File: src/rtl/core/pgmp_pkg.sv
// Shared types, codes and helpers for the PGM ASCII stream parser.
`timescale 1ns / 1ps

package pgmp_pkg;

    localparam logic [7:0]  COMMENT_CH = 8'h23;
    localparam logic [7:0]  LINE_FEED  = 8'h0A;
    localparam logic [7:0]  SPACE_CH   = 8'h20;
    localparam logic [7:0]  TAB_CH     = 8'h09;
    localparam logic [7:0]  CR_CH      = 8'h0D;
    localparam logic [7:0]  ZERO_CH    = 8'h30;
    localparam logic [7:0]  NINE_CH    = 8'h39;
    localparam logic [15:0] SAT_MAX    = 16'hFFFF;

    typedef enum logic [2:0] {
        PH_WS_PRE  = 3'd0,
        PH_CMT_PRE = 3'd1,
        PH_MAGIC2  = 3'd2,
        PH_WS      = 3'd3,
        PH_CMT     = 3'd4,
        PH_TOKEN   = 3'd5,
        PH_DONE    = 3'd6
    } t_phase;

    typedef enum logic [1:0] {
        FLD_WIDTH  = 2'd0,
        FLD_HEIGHT = 2'd1,
        FLD_MAXVAL = 2'd2,
        FLD_PIXEL  = 2'd3
    } t_field;

    typedef enum logic [2:0] {
        KIND_MAGIC  = 3'd0,
        KIND_WIDTH  = 3'd1,
        KIND_HEIGHT = 3'd2,
        KIND_MAXVAL = 3'd3,
        KIND_PIXEL  = 3'd4
    } t_kind;

    typedef struct packed {
        t_kind       kind;
        logic [15:0] value;
        logic [15:0] row;
        logic [15:0] col;
        logic        last;
    } t_result;

    function automatic logic is_ws(input logic [7:0] b);
        return (b == SPACE_CH) || ((b >= TAB_CH) && (b <= CR_CH));
    endfunction

    function automatic logic is_digit(input logic [7:0] b);
        return (b >= ZERO_CH) && (b <= NINE_CH);
    endfunction

endpackage

File: src/rtl/core/pgm_ascii_stream_parser_top.sv
// Top level: PGM ASCII parser with output register and skid stage.
// Results are registered in the output register, or in the skid stage on stall.
// One byte per cycle unless stalled; the parser step is one registered pass.
// Input stall rises only while the skid stage holds a second result.
// Reset is synchronous, active low: parser state restarts, output and skid empty.
`timescale 1ns / 1ps

module pgm_ascii_stream_parser_top import pgmp_pkg::*; (
    input  logic        i_clk,
    input  logic        i_rst_n,
    input  logic        i_in_valid,
    output logic        o_in_stall,
    input  logic [7:0]  i_data_byte,
    input  logic        i_frame_start,
    input  logic        i_end_of_file,
    output logic        o_out_valid,
    input  logic        i_out_stall,
    output logic [2:0]  o_token_kind,
    output logic [15:0] o_token_value,
    output logic [15:0] o_pixel_row,
    output logic [15:0] o_pixel_col,
    output logic        o_last_pixel
);

    logic    beat;
    logic    res_valid;
    t_result res;
    logic    out_take;

    logic    r_out_valid, n_out_valid;
    t_result r_out,       n_out;
    logic    r_skid_valid, n_skid_valid;
    t_result r_skid,      n_skid;

    assign beat = i_in_valid && !o_in_stall;

    pgmp_parse u_parse (
        .i_clk         (i_clk),
        .i_rst_n       (i_rst_n),
        .i_beat        (beat),
        .i_data_byte   (i_data_byte),
        .i_frame_start (i_frame_start),
        .i_end_of_file (i_end_of_file),
        .o_res_valid   (res_valid),
        .o_res         (res)
    );

    assign out_take = r_out_valid && !i_out_stall;

    always_comb begin
        n_out_valid  = r_out_valid;
        n_out        = r_out;
        n_skid_valid = r_skid_valid;
        n_skid       = r_skid;
        if (out_take || !r_out_valid) begin
            if (r_skid_valid) begin
                n_out_valid  = 1'b1;
                n_out        = r_skid;
                n_skid_valid = 1'b0;
            end else begin
                n_out_valid = res_valid;
                n_out       = res;
            end
        end else if (res_valid) begin
            n_skid_valid = 1'b1;
            n_skid       = res;
        end
    end

    always_ff @(posedge i_clk) begin
        if (!i_rst_n) begin
            r_out_valid  <= 1'b0;
            r_skid_valid <= 1'b0;
        end else begin
            r_out_valid  <= n_out_valid;
            r_skid_valid <= n_skid_valid;
        end
    end

    always_ff @(posedge i_clk) begin
        r_out  <= n_out;
        r_skid <= n_skid;
    end

    assign o_in_stall    = r_skid_valid;
    assign o_out_valid   = r_out_valid;
    assign o_token_kind  = r_out.kind;
    assign o_token_value = r_out.value;
    assign o_pixel_row   = r_out.row;
    assign o_pixel_col   = r_out.col;
    assign o_last_pixel  = r_out.last;

    a_no_res_while_skid: assert property (@(posedge i_clk) disable iff (!i_rst_n)
        res_valid |-> !r_skid_valid)
        else $error("parser result while skid stage full");

    a_skid_behind_out: assert property (@(posedge i_clk) disable iff (!i_rst_n)
        r_skid_valid |-> r_out_valid)
        else $error("skid stage holds a beat with output register empty");

    a_last_is_pixel: assert property (@(posedge i_clk) disable iff (!i_rst_n)
        (r_out_valid && r_out.last) |-> (r_out.kind == KIND_PIXEL))
        else $error("last pixel flag on a header token");

    a_no_phantom: assert property (@(posedge i_clk) disable iff (!i_rst_n)
        (!r_out_valid && !res_valid) |=> !r_out_valid)
        else $error("output beat without a parser result");

    a_stall_holds_out: assert property (@(posedge i_clk) disable iff (!i_rst_n)
        (r_out_valid && i_out_stall) |=> (r_out_valid && $stable(r_out)))
        else $error("stalled output beat changed");

endmodule

File: src/rtl/core/pgmp_parse.sv
// Parser state registers and the per-byte next-state and token logic.
`timescale 1ns / 1ps

module pgmp_parse import pgmp_pkg::*; (
    input  logic        i_clk,
    input  logic        i_rst_n,
    input  logic        i_beat,
    input  logic [7:0]  i_data_byte,
    input  logic        i_frame_start,
    input  logic        i_end_of_file,
    output logic        o_res_valid,
    output t_result     o_res
);

    t_phase      r_phase,  n_phase;
    t_field      r_field,  n_field;
    logic [15:0] r_accum,  n_accum;
    logic        r_stop,   n_stop;
    logic [7:0]  r_magic,  n_magic;
    logic [15:0] r_width,  n_width;
    logic [15:0] r_height, n_height;
    logic [15:0] r_row,    n_row;
    logic [15:0] r_col,    n_col;

    t_phase      c_phase;
    t_field      c_field;
    logic [15:0] c_accum;
    logic        c_stop;
    logic [7:0]  c_magic;
    logic [15:0] c_width;
    logic [15:0] c_height;
    logic [15:0] c_row;
    logic [15:0] c_col;

    logic [15:0] base_accum;
    logic        base_stop;
    logic [19:0] mac;
    logic [15:0] fed_accum;
    logic        fed_stop;
    logic        do_finish;
    logic [15:0] fin_val;
    logic        last_col;
    logic        last_all;
    logic        emit;
    t_result     res;

    always_comb begin
        // frame start restarts the parser before this byte is used
        c_phase  = i_frame_start ? PH_WS_PRE : r_phase;
        c_field  = i_frame_start ? FLD_WIDTH : r_field;
        c_accum  = i_frame_start ? 16'd0 : r_accum;
        c_stop   = i_frame_start ? 1'b0  : r_stop;
        c_magic  = i_frame_start ? 8'd0  : r_magic;
        c_width  = i_frame_start ? 16'd0 : r_width;
        c_height = i_frame_start ? 16'd0 : r_height;
        c_row    = i_frame_start ? 16'd0 : r_row;
        c_col    = i_frame_start ? 16'd0 : r_col;

        // digit accumulate, x10 as shift-add, saturating
        base_accum = (c_phase == PH_WS) ? 16'd0 : c_accum;
        base_stop  = (c_phase == PH_WS) ? 1'b0  : c_stop;
        mac = ({4'd0, base_accum} << 3) + ({4'd0, base_accum} << 1)
            + {12'd0, i_data_byte - ZERO_CH};
        fed_accum = base_accum;
        fed_stop  = base_stop;
        if (!base_stop) begin
            if (is_digit(i_data_byte)) begin
                fed_accum = (mac[19:16] != 4'd0) ? SAT_MAX : mac[15:0];
            end else begin
                fed_stop = 1'b1;
            end
        end

        n_phase  = c_phase;
        n_field  = c_field;
        n_accum  = c_accum;
        n_stop   = c_stop;
        n_magic  = c_magic;
        n_width  = c_width;
        n_height = c_height;
        n_row    = c_row;
        n_col    = c_col;
        do_finish = 1'b0;
        fin_val   = fed_accum;
        emit      = 1'b0;
        res       = '{kind: KIND_MAGIC, value: 16'd0, row: 16'd0, col: 16'd0, last: 1'b0};

        case (c_phase)
            PH_WS_PRE: begin
                if (is_ws(i_data_byte)) begin
                end else if (i_data_byte == COMMENT_CH) begin
                    n_phase = PH_CMT_PRE;
                end else begin
                    n_magic = i_data_byte;
                    n_phase = PH_MAGIC2;
                    if (i_end_of_file) begin
                        emit      = 1'b1;
                        res.value = {i_data_byte, 8'd0};
                    end
                end
            end
            PH_CMT_PRE: begin
                if (i_data_byte == LINE_FEED) begin
                    n_phase = PH_WS_PRE;
                end
            end
            PH_MAGIC2: begin
                emit      = 1'b1;
                res.value = {c_magic, i_data_byte};
                n_field   = FLD_WIDTH;
                n_phase   = PH_WS;
            end
            PH_WS: begin
                if (is_ws(i_data_byte)) begin
                end else if (i_data_byte == COMMENT_CH) begin
                    n_phase = PH_CMT;
                end else begin
                    n_accum   = fed_accum;
                    n_stop    = fed_stop;
                    n_phase   = PH_TOKEN;
                    do_finish = i_end_of_file;
                end
            end
            PH_CMT: begin
                if (i_data_byte == LINE_FEED) begin
                    n_phase = PH_WS;
                end
            end
            PH_TOKEN: begin
                if (is_ws(i_data_byte)) begin
                    do_finish = 1'b1;
                    fin_val   = c_accum;
                end else begin
                    n_accum   = fed_accum;
                    n_stop    = fed_stop;
                    do_finish = i_end_of_file;
                end
            end
            default: begin
            end
        endcase

        last_col = ({1'b0, c_col} + 17'd1) >= {1'b0, c_width};
        last_all = last_col && (({1'b0, c_row} + 17'd1) >= {1'b0, c_height});

        if (do_finish) begin
            emit      = 1'b1;
            n_phase   = PH_WS;
            res.value = fin_val;
            case (c_field)
                FLD_WIDTH: begin
                    n_width  = fin_val;
                    res.kind = KIND_WIDTH;
                    n_field  = FLD_HEIGHT;
                end
                FLD_HEIGHT: begin
                    n_height = fin_val;
                    res.kind = KIND_HEIGHT;
                    n_field  = FLD_MAXVAL;
                end
                FLD_MAXVAL: begin
                    res.kind = KIND_MAXVAL;
                    n_field  = FLD_PIXEL;
                    n_row    = 16'd0;
                    n_col    = 16'd0;
                    if ((c_width == 16'd0) || (c_height == 16'd0)) begin
                        n_phase = PH_DONE;
                    end
                end
                default: begin
                    res.kind  = KIND_PIXEL;
                    res.value = {8'd0, fin_val[7:0]};
                    res.row   = c_row;
                    res.col   = c_col;
                    res.last  = last_all;
                    if (last_all) begin
                        n_phase = PH_DONE;
                    end else if (last_col) begin
                        n_col = 16'd0;
                        n_row = c_row + 16'd1;
                    end else begin
                        n_col = c_col + 16'd1;
                    end
                end
            endcase
        end

        if (i_end_of_file) begin
            n_phase = PH_DONE;
        end
    end

    always_ff @(posedge i_clk) begin
        if (!i_rst_n) begin
            r_phase  <= PH_WS_PRE;
            r_field  <= FLD_WIDTH;
            r_accum  <= 16'd0;
            r_stop   <= 1'b0;
            r_magic  <= 8'd0;
            r_width  <= 16'd0;
            r_height <= 16'd0;
            r_row    <= 16'd0;
            r_col    <= 16'd0;
        end else if (i_beat) begin
            r_phase  <= n_phase;
            r_field  <= n_field;
            r_accum  <= n_accum;
            r_stop   <= n_stop;
            r_magic  <= n_magic;
            r_width  <= n_width;
            r_height <= n_height;
            r_row    <= n_row;
            r_col    <= n_col;
        end
    end

    assign o_res_valid = i_beat && emit;
    assign o_res       = res;

endmodule
File: config.mk
export PLATFORM = sky130hd
export DESIGN_NAME = pgm_ascii_stream_parser_top
export DESIGN_NICKNAME = d
export VERILOG_FILES = /design/src/rtl/core/pgmp_pkg.sv /design/src/rtl/core/pgm_ascii_stream_parser_top.sv /design/src/rtl/core/pgmp_parse.sv
export SDC_FILE = /design/constraint.sdc
export NUM_CORES = 1
export LEC_CHECK = 0
export CORE_ASPECT_RATIO = 1.75
export CORE_MARGIN = 4
export CORE_UTILIZATION = 49
export CTS_BUF_LIST = sky130_fd_sc_hd__clkbuf_8
export DETAILED_ROUTE_END_ITERATION = 8
export DONT_BUFFER_PORTS = 1
export PLACE_DENSITY_LB_ADDON = 0.08
export SYNTH_ARGS = -nofsm -noshare
export SYNTH_HDL_FRONTEND = slang
export SYNTH_HIERARCHICAL = 1
export SYNTH_SLANG_ARGS = --single-unit
File: constraint.sdc
create_clock -name i_clk -period 9.96 [get_ports i_clk]
set_input_delay 1.992 -clock i_clk [delete_from_list [all_inputs] [get_ports i_clk]]
set_output_delay 1.992 -clock i_clk [all_outputs]
set_load 0.01 [all_outputs]
Word level (Yosys, flattened, before mapping)
Cells that the tools add are included.
{ "totals": {"reg_bits": 200, "inputBits": 14, "out_inout_bits": 54, "wordCells": 140} }
{ "classes": {"addsub": 7, "order_cmp": 6, "eq_ne": 10, "mux": 73, "bitwise": 2, "n_reduce_logical": 21} }
{ "op_table": {"columns": ["operator", "count"], "rows": [
  ["two-way mux 16 bit", 26],
  ["one-hot mux 16 bit (2 select lines)", 4],
  ["two-way mux 52 bit", 2],
  ["two-way mux 49 bit", 1],
  ["adder 16 x 1 -> 17 bit (second input constant)", 2],
  [">= comparator 17 x 16 -> 1 bit", 2],
  ["adder 16 x 1 -> 16 bit (second input constant)", 2],
  ["logical NOT 16 bit", 2],
  ["two-way mux 8 bit", 4],
  ["two-way mux 3 bit", 9],
  ["adder 19 x 17 -> 20 bit", 1],
  ["adder 20 x 8 -> 20 bit", 1],
  ["equality test 8 x 6 -> 1 bit (second input constant)", 2],
  ["two-way mux 1 bit", 16],
  ["one-hot mux 3 bit (5 select lines)", 1],
  ["one-hot mux 3 bit (3 select lines)", 1],
  ["equality test 8 x 4 -> 1 bit (second input constant)", 1],
  [">= comparator 8 x 4 -> 1 bit (second input constant)", 1],
  [">= comparator 8 x 6 -> 1 bit (second input constant)", 1],
  ["less-or-equal comparator 8 x 4 -> 1 bit (second input constant)", 1],
  ["less-or-equal comparator 8 x 6 -> 1 bit (second input constant)", 1],
  ["two-way mux 2 bit", 4],
  ["subtractor 8 x 6 -> 8 bit (second input constant)", 1],
  ["equality test 3 x 2 -> 1 bit (second input constant)", 2],
  ["17 further kinds", 31]
]} }

Depth between registers and ports, before layout
Gate-level depths: netlist (run 1).
{ "depth": {"ltp_word": 14, "depth_mapped": 23} }

By module
The synthesis (run 1) kept the hierarchy.
{ "by_module_without_submodules": {"columns": ["mod", "instances", "cells_per_inst", "area_each_um2", "seq_area_each_um2"], "rows": [
  ["pgmp_parse", 1, 1079, 7917.6, 1881.8],
  ["pgm_ascii_stream_parser_top", 1, 170, 4082.7, 3163.0]
]} }

Worst setup path before layout (run 1)
OpenSTA, ideal clock, no wires.
{ "synth_path": {"kind": "input port to flip-flop", "start": "in i_frame_start", "end": "reg u_parse.r_row[0]", "setup_time_ns": 0.117, "arrival_time_ns": 6.299, "t_required_ns": 9.843, "slack_ns": 3.543, "stages": 21, "cell_sequence": "buf_2 -> buf_1 -> buf_1 -> clkbuf_1 -> nor2b_1 -> ha_1 -> nand3_1 -> nor3_2 -> and3_1 -> clkbuf_1 -> nand2_1 -> or3_1 -> a21oi_1 -> ha_1 -> a2111oi_0 -> o21a_1 -> o211a_1 -> clkbuf_1 -> and2_1 -> o211ai_2 -> a32o_1"} }
{ "synth_between": {"elab_chain_len": 7, "word_cells_on_any_way": 23, "classes_between": "3 x add/sub; 2 x order compare; 4 x eq/ne; 11 x mux; 3 x reduce/logical"} }
{ "synth_lines": {"columns": ["element", "line_no", "text"], "rows": [
  ["from (decl)", "pgm_ascii_stream_parser_top.sv:14", "input logic i_frame_start,"],
  ["two-way mux 16 bit, on equally long branches", "pgmp_parse.sv:57, pgmp_parse.sv:56", null],
  ["adder 16 x 1 -> 17 bit, on equally long branches", "pgmp_parse.sv:143, pgmp_parse.sv:144", null],
  [">= comparator 17 x 16 -> 1 bit, on equally long branches", "pgmp_parse.sv:143, pgmp_parse.sv:144", null],
  ["two-way mux 16 bit / logical AND 1 bit (equally long branches)", "pgmp_parse.sv:178, pgmp_parse.sv:144", null],
  ["two-way mux 16 bit", "pgmp_parse.sv:176", "if (last_all) begin"],
  ["one-hot mux 16 bit (2 select lines)", "pgmp_parse.sv:150", "case (c_field)"],
  ["two-way mux 16 bit (*)", "pgmp_parse.sv:146", "if (do_finish) begin"],
  ["to (signal assigned)", "pgmp_parse.sv:212", "r_row <= n_row;"],
  ["to (decl)", "pgmp_parse.sv:22", "logic [15:0] r_row, n_row;"]
]} }
Every way passes the cells marked *; elsewhere a longest branch is shown, timed or not.
A chain may end at the register's enable or synchronous reset.

==> results.ini, run 1 <==
[critical_path]
crit_slowest_cell=o32ai_1
timing.critical_path.slowest_cell_delay_ps=1090
worstSetupPathType=in -> reg
end_kind=flip-flop
reg2regPathDepth=15
worstPathCellList=a21oi_2 > nand2_1 > xnor2_1 > ha_1 > ha_1 > a21oi_1 > nand4b_1 > a211o_1 > a21o_1 > nand3_1 > nand4_1 > o32ai_1 > o21ai_0 > mux2_4
r2r-start=u_parse/r_phase[2]$_SDFFE_PN0P_
rr_endpoint=o_token_value[14]$_DFFE_PP_
critPathRequiredTime_ps=10240
reg2reg_setup_slack_ps=3810
cpMostUsedCell=ha_1
cp_max_fo=51
worst_ep_arrival_time_ps=7190
start_kind=input port

[pwr]
p_comb_share_pct=5.4
power_frac_clock_pct=36.5
p_sw_share_pct=24.03
p_int_mw=1.174
p_switching_mw=0.3712
leakage_nw=4.815
powerDensity_nw_per_um2=122.9
seq_power_share_pct=58.1
vdd_drop_max_uv=88.47

[die]
fp.coreArea_um2=24020
die_y_um=215.0
rows=75
num_io_pins=68
die_w_um=126.3
die_area_um2=27160
initial_core_util_pct=49.95

[run_status]
status=finished, final reports clean

[grt]
grt_antenna_before_repair=0
first_global_vias=9542
overflow=0
grt_max_degree=53
grt_use_total_pct=24.60
grt_pass1_wl_mm=52.81

[timing]
rsz0062_at_grt=false
period_needed_ps=6916
fin_crit_sh_pct=69.44
max-slew-margin-rel_pct=27.88
fin_skew_ps=15.73
fmax_mhz=144.6
tightest_slew_ps=1078
finalHoldViolations=0
setup-tns-final_ps=0
setup_viol=0
finalMaxSlewViolations=0

[drt]
routed.top_layer=met4
drc=0
firstDrtPassIters=5
wl_met1_mm=12.61
dr_wl_met2_mm=17.37
drt_iter0_drc=708
wl_per_cell_um=21.45
routed_wl_mm=33.01
wl_met3_mm=1.343
vias=9574
viasPerCell=6.221
postRouteAntennaNets=0

[worst_hold_path]
min_from=u_parse/r_accum[7]$_SDFFE_PN0P_
whs_path_depth=2
holdPathEnd=u_parse/r_accum[7]$_SDFFE_PN0P_
holdCritPathClass=reg -> reg

[yosys]
ys_seq_elements=200
ys_warn_count=6
synthFlopType=edfxtp_1
syn_avg_cell_area_um2=9.608
synth.distinct_cells=92
synth_enable_flop_cells=104
synth_nets=1339
synthArstFlopShare_pct=0
synth_area_um2=12000
ys_seq_area_share_pct=42.04
syn_inst=1249

[run]
maxCapViolCount=0

[layout]
most-common-layout-cells=nand2_1, edfxtp_1, dfxtp_1
finalNetCount=1308
antennaDiodeCount=0
area_growth_pct=4.713
postLayoutCellArea_um2=12570
drive_gt1_share_pct=10.40
nFillCells=2259
final_common_cell=nand2_1

[placed_design]
placedInstanceArea_um2=12140
numPortBuffers=0
place_congestion=0.9170
dp_hpwl_mm=24.46

[cts]
cts_resized=0
clk_pin_slew_ps=110
clock-sinks=200
numCtsBuffers=17
htreeDepth=4
cts_buffer_depth=2
post_cts_buffers=0
insertion_delay_ps=510
cts_tree=done
ctsHoldBuffers=0
root_buffer=clkbuf_8

==> cells in the mapped netlist, types with 5 or more instances <==
cell	n	area share (%)
a32oi_1	9	0.66
a31oi_1	11	0.57
clkbuf_1	34	1.1
o21a_1	8	0.50
nor4_1	11	0.57
edfxtp_1	104	26
o21ai_1	17	0.71
a21oi_1	54	2.3
and3_1	25	1.3
xor2_1	15	1.1
nand4_1	26	1.4
o31ai_1	10	0.63
o211ai_1	5	0.31
nor2b_1	18	0.94
nor2_1	93	2.9
inv_1	42	1.3
nand2_1	165	5.2
o21ai_0	82	3.4
buf_12	5	0.83
or3_1	7	0.36
dfxtp_1	96	16
a21o_1	18	1.1
and2_1	20	1.0
a22oi_1	16	1.0
nor3_2	5	0.42
a211oi_1	6	0.38
buf_2	17	0.71
nand2b_1	9	0.47
nand3_1	45	1.9
nor3_1	13	0.54
mux2_4	48	6.0
ha_1	75	7.8
xnor2_1	26	1.9
a32o_1	14	1.2
==> layout make-up <==
cell class	instances	area [um^2]	share of cell area, %
repair buffers	14	105.1	0.8364
flip-flops and latches	200	5049	40.18
clock buffers	19	261.5	2.081
well taps	308	385.4	3.067
clock inverters	13	166.4	1.324
multi-input cells	941	6434	51.20
inverters	44	165.2	1.314
==> critical path: cells and delay by family <==
kind,cells,cell delay [ps]
simple gates,4,1380
xor+xnor,1,180
compound gates,6,2700
fa+ha+maj,2,580
mux,1,340
==> logic make-up after synthesis <==
group / synth area share (%)
mux: 6.631
simple gates: 18.99
xor+xnor: 2.992
compound gates: 16.96
buf+inv: 4.400
fa+ha+maj: 7.987
flops: 42.04
==> sequential cells by signal, indices dropped and copies added (netlist names), 2 cells and up <==
name / count
o_token_value: 16
u_parse/r_width: 16
u_parse/r_height: 16
u_parse/r_accum: 16
u_parse/r_row: 16
u_parse/r_col: 16
u_parse/r_magic: 8
u_parse/r_phase: 3
o_pixel_row: 16
o_pixel_col: 16
r_skid: 52
u_parse/r_field: 2
o_token_kind: 3
==> routing by layer <==
metal,global-route usage [%],vias to the layer above
li1,-,4562
met1,27.43,4631
met2,44.06,299
met3,4.298,82
met4,13.06,0
met5,0,-
==> power groups by stage <==
stage	registers, mW	logic [mW]	clock network (mW)
finish	0.898	0.0832	0.564
detailed placement	0.918	0.0824	0
CTS	0.899	0.0826	0.580
global route	0.900	0.0913	0.610
global placement	0.917	0.0819	0
floorplan	0.913	0.0677	0
==> worst max path at each step <==
stage | startpoint | to | slack (ps) | cells after the start
2_1_floorplan | i_frame_start | u_parse/r_row[0]$_SDFFE_PN0P_ | 3540 | 21
3_3_place_gp | i_frame_start | o_token_value[14]$_DFFE_PP_ | 2660 | 14
3_5_place_dp | i_frame_start | o_token_value[14]$_DFFE_PP_ | 2630 | 14
4_1_cts | i_frame_start | o_token_value[14]$_DFFE_PP_ | 3160 | 14
5_1_grt | i_frame_start | o_token_value[14]$_DFFE_PP_ | 2890 | 14
6_report | i_frame_start | o_token_value[14]$_DFFE_PP_ | 3040 | 14
==> metrics by stage <==
stage / setup slack [ps] / utilization (%) / power [mW] / instances / hold slack, ps
detailed placement: 2635 / 50.53 / 1.000 / 1507 / 438.7
finish: 3044 / 52.31 / 1.545 / 1539 / 459.9
floorplan: 3543 / - / 0.9807 / 1249 / 416.7
CTS: 3163 / 52.31 / 1.561 / 1539 / 463.4
global route: 2886 / 52.31 / 1.602 / 1539 / 499.2
global placement: 2665 / 50.53 / 0.9994 / 1507 / 426.8
Note: power is estimated with default switching activity, not from simulation.
==> run 2, diff against run 1 <==
==> constraint.sdc (replaced) <==
create_clock -name i_clk -period 6.9 [get_ports i_clk]
set_input_delay 1.38 -clock i_clk [delete_from_list [all_inputs] [get_ports i_clk]]
set_output_delay 1.38 -clock i_clk [all_outputs]
set_load 0.01 [all_outputs]
==> run 2 against run 1 <==
Utilization hardly changed; worst hold slack gained 9.9 ps; setup slack worse by 1900 ps; critical endpoint is now o_token_value[4]$_DFFE_PP_.
==> results.ini, run 2 (synthesis results as in run 1) <==
[run_status]
status=finished, final reports clean

[die]
die_y_um=215.0
rows=75
num_io_pins=68
die_area_um2=27160
fp.coreArea_um2=24020
initial_core_util_pct=49.95
die_w_um=126.3

[cts]
clock-sinks=200
ctsHoldBuffers=0
insertion_delay_ps=500
cts_tree=done
numCtsBuffers=17
cts_resized=0
htreeDepth=4
cts_buffer_depth=2
post_cts_buffers=0
clk_pin_slew_ps=100
root_buffer=clkbuf_8

[grt]
grt_pass1_wl_mm=52.34
grt_max_degree=52
first_global_vias=9490
overflow=0
grt_antenna_before_repair=0
grt_use_total_pct=24.64

[layout]
multiInputGateArea_um2=6434
finalNetCount=1311
most-common-layout-cells=nand2_1, edfxtp_1, dfxtp_1
area_growth_pct=4.650
antennaDiodeCount=0
final_core_util_pct=52.28
drive_gt1_share_pct=10.29
regMostFlops=r_skid
seq_area_um2=5049
postLayoutCellArea_um2=12560
largest_reg_flops=52
nFillCells=2296
final_common_cell=nand2_1

[critical_path]
worstSetupPathType=in -> reg
start_kind=input port
r2r-start=u_parse/r_phase[2]$_SDFFE_PN0P_
path_delay_family=compound AO/OA/AOI/OAI gates
timing.critical_path.slowest_cell_delay_ps=880
worstPathCellList=a21oi_2 > nand2_1 > xnor2_1 > ha_1 > a21o_1 > ha_1 > a21o_1 > a21oi_1 > a21oi_1 > or2_1 > a41oi_1 > buf_4 > nand4_1 > o31ai_1 > o21ai_0 > mux2_4
cp_max_fo=51
worst_ep_arrival_time_ps=6050
reg2reg_setup_slack_ps=1270
crit_slowest_cell=o31ai_1
critPathRequiredTime_ps=7150
end_kind=flip-flop
rr_endpoint=o_token_value[4]$_DFFE_PP_
crit_buf_inv=1
reg2regPathDepth=17

[placed_design]
dpl_worst_slack_ps=710.7
placedInstanceArea_um2=12160
dp_hpwl_mm=25.03
place_congestion=0.9422
numPortBuffers=0

[timing]
holdWs_ps=469.8
rsz0062_at_grt=false
fin_crit_sh_pct=84.09
fmax_mhz=172.3
max-slew-margin-rel_pct=19.10
finalHoldViolations=0
fin_skew_ps=14.24
finalMaxSlewViolations=0
setup_viol=0
setup-tns-final_ps=0
tightest_slew_ps=1208
worst_slack_ps=1098
period_needed_ps=5802

[worst_hold_path]
holdCritPathClass=reg -> reg
whs_path_depth=2
min_from=u_parse/r_accum[0]$_SDFFE_PN0P_
holdPathEnd=u_parse/r_accum[0]$_SDFFE_PN0P_

[drt]
viasPerCell=6.145
postRouteAntennaNets=0
wl_per_cell_um=21.65
routed_wl_mm=33.38
drt_iter0_drc=607
drc=0
firstDrtPassIters=5
vias=9476

[pwr]
powerDensity_nw_per_um2=174.5
vdd_drop_max_uv=121.4
leakage_nw=4.827

[run]
maxCapViolCount=0

run 2: cell types whose count changed in the layout (fill, tap and decap cells not counted), sizes merged:
cell | before | now
clkbuf | 19 | 17
buf | 14 | 17
clkinv | 3 | 5
run 2: cell type report:
class,count,share of cell area [%]
Multi-Input combinational cell,941,51.23
Sequential cell,200,40.20
Tap cell,308,3.069
Clock buffer,17,1.863
Inverter,44,1.315
Clock inverter,15,1.305
Timing Repair Buffer,17,1.016
run 2: power breakdown:
group | switching [mW] | total [mW] | leakage (nW) | internal [mW]
sequential | 0.0251 | 1.30 | 1.84 | 1.27
clock | 0.422 | 0.776 | 0.214 | 0.354
combinational | 0.0786 | 0.119 | 2.77 | 0.0402
total | 0.525 | 2.19 | 4.83 | 1.67
run 2: layer usage:
layer | track usage (%) | up-vias | part of all wire (%)
met5 | 0 | - | 0
met4 | 11.99 | 0 | 4.8
met3 | 4.745 | 80 | 4.2
met2 | 45.18 | 274 | 53
met1 | 26.74 | 4576 | 38
li1 | - | 4546 | -
run 2: stage by stage:
step | std cells | total power, mW
after global placement | 1510 | 1.442
after detailed placement | 1510 | 1.443
after global routing | 1542 | 2.278
after CTS | 1542 | 2.219
after floorplan | 1249 | 1.415
final | 1542 | 2.192
run 2: worst max-delay path by stage:
stage	to	depth (start not counted)	slack, ps	startpoint
2_1_floorplan	u_parse/r_row[14]$_SDFFE_PN0P_	21	1100	i_frame_start
3_3_place_gp	o_token_value[4]$_DFFE_PP_	16	750	i_frame_start
3_5_place_dp	o_token_value[4]$_DFFE_PP_	16	710	i_frame_start
4_1_cts	o_token_value[4]$_DFFE_PP_	16	1250	i_frame_start
5_1_grt	o_token_value[7]$_DFFE_PP_	16	920	i_frame_start
6_report	o_token_value[4]$_DFFE_PP_	16	1100	i_frame_start
run 2: worst min-delay path, stage by stage (launching register included):
cell and delay [ps]:
dfxtp_1 330, nand2_1 50, o21ai_1 50
==> run 3, diff against run 2 <==
==> constraint.sdc (replaced) <==
create_clock -name i_clk -period 6.05 [get_ports i_clk]
set_input_delay 1.21 -clock i_clk [delete_from_list [all_inputs] [get_ports i_clk]]
set_output_delay 1.21 -clock i_clk [all_outputs]
set_load 0.01 [all_outputs]
==> run 3 against run 2 <==
Clock skew grew 1.4 ps; die area stayed put; total power increased by 11%; sequential share of layout area down 0.40 points; final area grew 1.0%; via count rose by 1.3%; cell count up 1.6%; combinational power increased by 22%; sequential power grew 14%; global-route usage increased by 1.3 points; largest cell class unchanged.
==> results.ini, run 3 (synthesis results as in run 1) <==
[run_status]
status=finished, final reports clean

[drt]
vias=9599
wl_per_cell_um=22.39
viasPerCell=6.130
drc=0
postRouteAntennaNets=0
routed_wl_mm=35.06
drt_iter0_drc=657
firstDrtPassIters=5

[die]
die_y_um=215.0
die_w_um=126.3
die_area_um2=27160
num_io_pins=68
rows=75
fp.coreArea_um2=24020
initial_core_util_pct=49.95

[cts]
htreeDepth=4
cts_tree=done
post_cts_buffers=0
ctsHoldBuffers=0
insertion_delay_ps=510
clk_pin_slew_ps=100
root_buffer=clkbuf_8
cts_resized=0
cts_buffer_depth=2
numCtsBuffers=17
clock-sinks=200

[placed_design]
dpl_worst_slack_ps=465.5
dp_hpwl_mm=26.71
numPortBuffers=0
placed_cells_incl_taps=1533
place_congestion=0.9148
placedInstanceArea_um2=12330

[layout]
finalNetCount=1334
regMostFlops=r_skid
most-common-layout-cells=nand2_1, edfxtp_1, dfxtp_1
layout.cells.non_filler=1566
postLayoutCellArea_um2=12690
drive_gt1_share_pct=11.93
area_growth_pct=5.714
largest_reg_flops=52
final_common_cell=nand2_1

[timing]
setup-tns-final_ps=0
finalMaxSlewViolations=0
worst_slack_ps=929.8
rsz0062_at_grt=false
setup_viol=0
tightest_slew_ps=1239
max-slew-margin-rel_pct=17.02
fin_crit_sh_pct=84.63
period_needed_ps=5120
holdWs_ps=462.8
fmax_mhz=195.3
finalHoldViolations=0
fin_skew_ps=15.66

[critical_path]
crit_buf_inv=2
worstSetupPathType=in -> reg
crit_slowest_cell=a31oi_1
start_kind=input port
worst_ep_arrival_time_ps=5390
cp_max_fo=51
end_kind=flip-flop
timing.critical_path.slowest_cell_delay_ps=530
path_delay_family=compound AO/OA/AOI/OAI gates
worstPathCellList=a21oi_2 > buf_4 > nand2_1 > xnor2_1 > ha_1 > a21o_1 > ha_1 > nor2b_1 > o31ai_2 > a211oi_1 > or3_1 > a22oi_2 > buf_4 > nand4_1 > a31oi_1 > o21ai_0 > mux2_4
critPathRequiredTime_ps=6320

[run]
maxCapViolCount=0

[grt]
grt_max_degree=55
grt_use_total_pct=25.97
overflow=0
grt_pass1_wl_mm=55.06
grt_antenna_before_repair=0
first_global_vias=9686

[worst_hold_path]
holdCritPathClass=reg -> reg

[pwr]
leakage_nw=4.878
powerDensity_nw_per_um2=191.4
vdd_drop_max_uv=144.7

-- run 3: cell count changes in the layout (fill, tap and decap cells not counted), sizes merged --
cell | previous run | this run
inv | 50 | 49
diode | 0 | 1
bufinv | 3 | 1
clkinv | 5 | 8
buf | 17 | 40
-- run 3: where the power goes --
part	internal, mW	total (mW)	leakage [nW]	switching, mW
clock	0.320	0.801	0.192	0.480
sequential	1.45	1.48	1.81	0.0302
combinational	0.0499	0.145	2.88	0.0951
total	1.82	2.43	4.88	0.605
-- run 3: final cells by class --
class / count / area [um^2]
clock inverters: 15 / 116.4
well taps: 308 / 385.4
repair buffers: 40 / 300.3
fillers: 2323 / 11340
clock buffers: 17 / 234.0
diodes: 1 / 2.502
inverters: 44 / 165.2
multi-input cells: 941 / 6434
flip-flops and latches: 200 / 5049
-- run 3: through the flow --
stage	power, mW	utilization (%)
final	2.428	52.81
after global routing	2.525	52.80
after CTS	2.453	52.80
after detailed placement	1.658	51.34
after global placement	1.657	51.34
after floorplan	1.617	-
-- run 3: path summary, 6_finish.rpt --
kind                            slack (ps)                         startpoint                                end  depth (start not counted)
worst min-delay path                   460  u_parse/r_height[11]$_SDFFE_PN0P_  u_parse/r_height[11]$_SDFFE_PN0P_                          2
worst max-delay path                   930                      i_frame_start         o_token_value[6]$_DFFE_PP_                         17
worst min register to register         460  u_parse/r_height[11]$_SDFFE_PN0P_  u_parse/r_height[11]$_SDFFE_PN0P_                          2
worst max register to register         940    u_parse/r_phase[0]$_SDFFE_PN0P_         o_token_value[6]$_DFFE_PP_                         18
-- run 3: per-layer routing --
metal,routed length (um),track usage (%),vias to the layer above
met2,18290,47.00,285
met3,1342,4.820,104
met4,2471,15.64,0
met5,0,0,-
met1,12950,27.54,4613
li1,-,-,4597
-- run 3: worst reg2reg max path: stages (launching register included) --
cell,delay [ps]
dfxtp_1,440
nor2b_1,360
a21oi_2,130
buf_4,220
and2_1,220
ha_1,290
ha_1,230
inv_1,80
fa_1,200
nor2b_1,70
o31ai_2,330
a211oi_1,150
or3_1,420
a22oi_2,370
buf_4,210
nand4_1,130
a31oi_1,530
o21ai_0,200
mux2_4,300
